===== src/rtl/sdt_pkg.sv =====
`default_nettype none
package sdt_pkg;

    // Control group that travels alongside the data through every stage.
    typedef struct packed {
        logic valid;
        logic neg;
        logic ovf;
        logic dz;
    } t_ctl;

endpackage
`default_nettype wire


===== src/rtl/sdt_cell.sv =====
`default_nettype none
module sdt_cell #(
    parameter int DATA_WIDTH = 32
) (
    input  wire logic                  i_clk,
    input  wire logic                  i_rst_n,
    input  wire logic                  i_en,
    input  wire sdt_pkg::t_ctl         i_ctl,
    input  wire logic [DATA_WIDTH-1:0] i_rem,
    input  wire logic [DATA_WIDTH-1:0] i_aq,
    input  wire logic [DATA_WIDTH-1:0] i_den,
    output sdt_pkg::t_ctl              o_ctl,
    output logic      [DATA_WIDTH-1:0] o_rem,
    output logic      [DATA_WIDTH-1:0] o_aq,
    output logic      [DATA_WIDTH-1:0] o_den
);

    sdt_pkg::t_ctl         r_ctl;
    logic [DATA_WIDTH-1:0] r_rem;
    logic [DATA_WIDTH-1:0] r_aq;
    logic [DATA_WIDTH-1:0] r_den;
    logic [DATA_WIDTH-1:0] n_rem;
    logic [DATA_WIDTH-1:0] n_aq;
    logic [DATA_WIDTH:0]   w_shifted;
    logic [DATA_WIDTH:0]   w_trial;
    logic                  w_fits;

    // One restoring step: bring down the next dividend bit and try a subtract.
    // The dividend shifts out at the top while quotient bits fill in at the bottom.
    always_comb begin
        w_shifted = {i_rem, i_aq[DATA_WIDTH-1]};
        w_trial   = w_shifted - {1'b0, i_den};
        w_fits    = ~w_trial[DATA_WIDTH];
        n_rem     = w_fits ? w_trial[DATA_WIDTH-1:0] : w_shifted[DATA_WIDTH-1:0];
        n_aq      = {i_aq[DATA_WIDTH-2:0], w_fits};
    end

    always_ff @(posedge i_clk) begin
        if (!i_rst_n) begin
            r_ctl <= '0;
        end else if (i_en) begin
            r_ctl <= i_ctl;
        end
    end

    always_ff @(posedge i_clk) begin
        if (i_en) begin
            r_rem <= n_rem;
            r_aq  <= n_aq;
            r_den <= i_den;
        end
    end

    assign o_ctl = r_ctl;
    assign o_rem = r_rem;
    assign o_aq  = r_aq;
    assign o_den = r_den;

endmodule
`default_nettype wire


===== config.mk =====
export PLATFORM = sky130hd
export DESIGN_NAME = sdt_cell
export DESIGN_NICKNAME = d
export VERILOG_FILES = /design/src/rtl/sdt_pkg.sv /design/src/rtl/sdt_cell.sv
export SDC_FILE = /design/constraint.sdc
export NUM_CORES = 1
export LEC_CHECK = 0
export ABC_AREA = 1
export CORE_ASPECT_RATIO = 1.1
export CORE_UTILIZATION = 30
export CTS_BUF_LIST = sky130_fd_sc_hd__clkbuf_8
export DETAILED_ROUTE_END_ITERATION = 8
export DONT_BUFFER_PORTS = 1
export PLACE_DENSITY = 0.45
export SYNTH_ARGS = -nofsm -noshare
export SYNTH_HDL_FRONTEND = slang
export SYNTH_SLANG_ARGS = --single-unit

===== constraint.sdc =====
create_clock -name i_clk -period 2.6 [get_ports i_clk]
set_input_delay 0.13 -clock i_clk [delete_from_list [all_inputs] [get_ports i_clk]]
set_output_delay 0.13 -clock i_clk [all_outputs]
set_load 0.05 [all_outputs]

# Word-level counts from Yosys, hierarchy flattened
# Cells that the tools add are included.
# totals
register_bits	100
elab_cells	10
in_bits	103
out_inout_bits	100
# classes
n_mux	1
bitwise_logic	1
addsub	1
# ops
cell	n
$sub A33 B32 Y33	1
$mux W32	1
$not A1 Y1	1

# Depth between registers and ports, before layout
# depth
ltp_word	2
depth_mapped	17
ltp_nobuf	16

# Worst setup path after synthesis
# Ideal clock, no wire load.
# synth_timing
kind	input to register
startpoint	input i_aq[31]
endpoint	register r_rem[13], in the netlist o_rem[13] (data pin)
path_buffers	1
setup_slack_ns	0.616
arrival_time_ns	1.732
stages	16
t_required_ns	2.348
setup_ns	0.252
path_cell_list	inv_1 > ha_1 > fa_1 > inv_1 > nand2_1 > nand2_1 > nand3_1 > nand2_2 > nand2_2 > nand2_2 > nand2_4 > nand3_2 > nand2_8 > buf_12 > nand2_1 > nand2_1
# synth_between
elab_chain_cells	2
# synth_lines
item	line_no	rtl
start, declared	sdt_cell.sv:10	input wire logic [DATA_WIDTH-1:0] i_aq,
$sub A33 B32 Y33	sdt_cell.sv:32	w_trial = w_shifted - {1'b0, i_den};
$mux W32	sdt_cell.sv:34	n_rem = w_fits ? w_trial[DATA_WIDTH-1:0] : w_shifted[DATA_WIDTH-1:0];
via n_rem[13]	sdt_cell.sv:22	logic [DATA_WIDTH-1:0] n_rem;
end signal, assigned	sdt_cell.sv:48	r_rem <= n_rem;
end, declared	sdt_cell.sv:19	logic [DATA_WIDTH-1:0] r_rem;
# The timed path passes the listed nets, and every way through them passes these cells.
# A chain may end at the register's enable or synchronous reset.

==> run metrics <==
crit start category flip-flop; Max Transition Viols Final 0; Mapped Cells 796; reg2reg path depth 4; sequential share of the synthesized area 47.1%; drt pass-1 iters 4; Critical Path AT 2.36 ns; clock sinks 100; Unique masters post-synth 32; initial antenna violation count 0; Die Ht 154 um; final antenna-violating net count 0; LEAKAGE 0.00388 uW; Hold Slack -0.148 ns; Final period util 77.4%; outcome finished with violations; clk_lat worst skew 0.39 ns; CP max FO 2; via density per instance 4.39; first-pass GRT wire length 27700 um; post-DR wirelength/cell 15.2 um; HP Class input pin to flip-flop; hold_buf cts 107; Net Count, Synth 932; chip width 140 um; Post-CTS Setup Bufs 0; CTS clk-pin slew, worst paths 0.11 ns; DP Area 6530 um^2; max-cap check violation count 0; Post-CTS Resized 0; power per cell area 595 nW/um^2; GPL Wtd Cong 0.843; Setup TNS 0 ns; minimum clock period after layout 2.01 ns; Clock Path Buffers 2; violated checks negative hold slack; vias in the first global route 5262; Initial Utilization 30.6%; Worst Setup End Kind flip-flop; Design Area, Final 7820 um^2; Fmax 497 MHz; DR DRC count 0; Max-slew headroom 65.8%; Peak VDD IR 0.206 mV; Crit Path Category flip-flop to flip-flop; n_diodes 0; largest net degree at the start of global routing 102; synthesized area 6290 um^2; RSZ-0062 raised after global routing no; row count 55; CTS tree done; Total Power 4650 uW; Synthesis Warnings 0; ratio of cells with drive above 1 in the final layout 6.13%; Core Region 20600 um^2; Avg Inst Size Synth 7.90 um^2; Clock Tree Root clkbuf_8; Setup Skew 0 ns; port buffer count 0; fillers 2120; Vias 5132; die footprint 21500 um^2; htree depth 3; post-DP HPWL 13100 um; Worst-Margin Slew 0.512 ns; TritonCTS Buffers 9; Syn-to-layout area delta 24.3%; DRT iter0 DRCs 239; final wirelength 17800 um; critical path required time 2.95 ns; total grt overflow 0; Fin. Hold Viols 96; hold path cells 0; flop and latch count out of synthesis 100; I/O pins 203; total track usage 16.9%; # setup viols final 0; Final nets 1044
==> per-stage QoR <==
stage | utilization, % | worst slack (ns) | cells
after CTS | 38.0 | 0.575 | 1169
after floorplan | - | 0.616 | 796
after detailed placement | 31.7 | 0.274 | 1046
final | 38.0 | 0.588 | 1169
after global routing | 38.0 | 0.464 | 1169
after global placement | 31.7 | 0.353 | 1046
==> layer usage <==
metal  GRT usage (%)  part of all wire, %  vias up
met3            3.80                  5.2       11
met4            4.55                  1.1        0
met1            21.5                   46     2286
met2            28.6                   47      148
li1                -                    -     2687
met5               0                    0        -
==> cells by family (layout without fill, tap and decap cells) <==
group,Yosys count,count (layout),share of synthesized area (%)
AND/OR/NAND/NOR,446,446,29.9
buffers and inverters,166,283,10.8
adder cells (fa/ha/maj),33,33,6.68
AO/OA/AOI/OAI,36,36,3.38
XOR/XNOR,15,15,2.09
flip-flops,100,100,47.1
==> Yosys cell counts <==
library cell	number	share of area, %
a21oi_1	23	1.8
a21oi_2	1	0.14
a21oi_4	1	0.26
and2_1	4	0.40
and3_1	1	0.10
buf_12	1	0.32
buf_6	4	0.72
buf_8	1	0.24
clkinv_1	1	0.060
dfxtp_1	4	1.3
edfxtp_1	96	46
fa_1	1	0.32
ha_1	32	6.4
inv_1	154	9.2
inv_2	5	0.30
nand2_1	315	19
nand2_2	25	2.5
nand2_4	4	0.72
nand2_8	1	0.32
nand3_1	30	2.4
nand3_2	1	0.16
nand3b_1	2	0.24
nand4_1	8	0.80
nor2_1	46	2.7
nor2_2	1	0.10
nor3_1	6	0.48
o21ai_0	4	0.32
o21bai_1	7	0.84
or2_1	1	0.10
or2_2	1	0.10
xnor2_1	1	0.14
xor2_1	14	1.9
==> worst max-delay path, stage by stage (launching register included) <==
cell and delay, ns:
dfxtp_1 0.66, o21ai_0 0.12, dlygate4sd3_1 0.57, nor2_1 0.08
dlygate4sd3_1 0.54
==> final cells by class <==
class | instances | area, um^2 | area share, %
clock buffer | 9 | 124 | 1.58
timing repair buffer | 107 | 1070 | 13.7
clock inverter | 7 | 92.6 | 1.18
sequential | 100 | 2960 | 37.9
tap | 256 | 320 | 4.10
inverter | 160 | 601 | 7.68
multi-input combinational | 530 | 2650 | 33.9
==> sequential cells by signal (all words and copies together) (netlist names) <==
| signal | cells |
|---|---|
| o_aq | 32 |
| o_den | 32 |
| o_rem | 32 |
| o_ctl | 4 |
==> final timing paths <==
kind | startpoint | endpoint | slack [ns]
setup / recovery | o_ctl[3] | o_ctl[3] | 0.59
setup reg to reg | o_ctl[3] | o_ctl[3] | 0.59
hold reg to reg | o_ctl[0] | o_ctl[0] | 1.34
hold / removal | i_en | o_den[21] | -0.15
==> cells in the final DEF, fill, tap and decap left out, types with 4 or more instances in the layout <==
master	instances
edfxtp_1	96
nand4_1	8
ha_1	32
inv_2	5
a21oi_1	23
nand2_2	25
xor2_1	14
and2_1	4
o21bai_1	7
inv_1	154
nor3_1	6
o21ai_0	4
nand2_1	315
dlygate4sd3_1	107
nand3_1	30
nor2_1	46
dfxtp_1	4
nand2_4	4
clkbuf_8	9
==> power breakdown <==
| group | switching [uW] | internal (uW) |
|---|---|---|
| registers | 626 | 1980 |
| clock network | 641 | 470 |
| logic | 569 | 370 |
| total | 1840 | 2820 |
(Power assumes the default switching activity.)
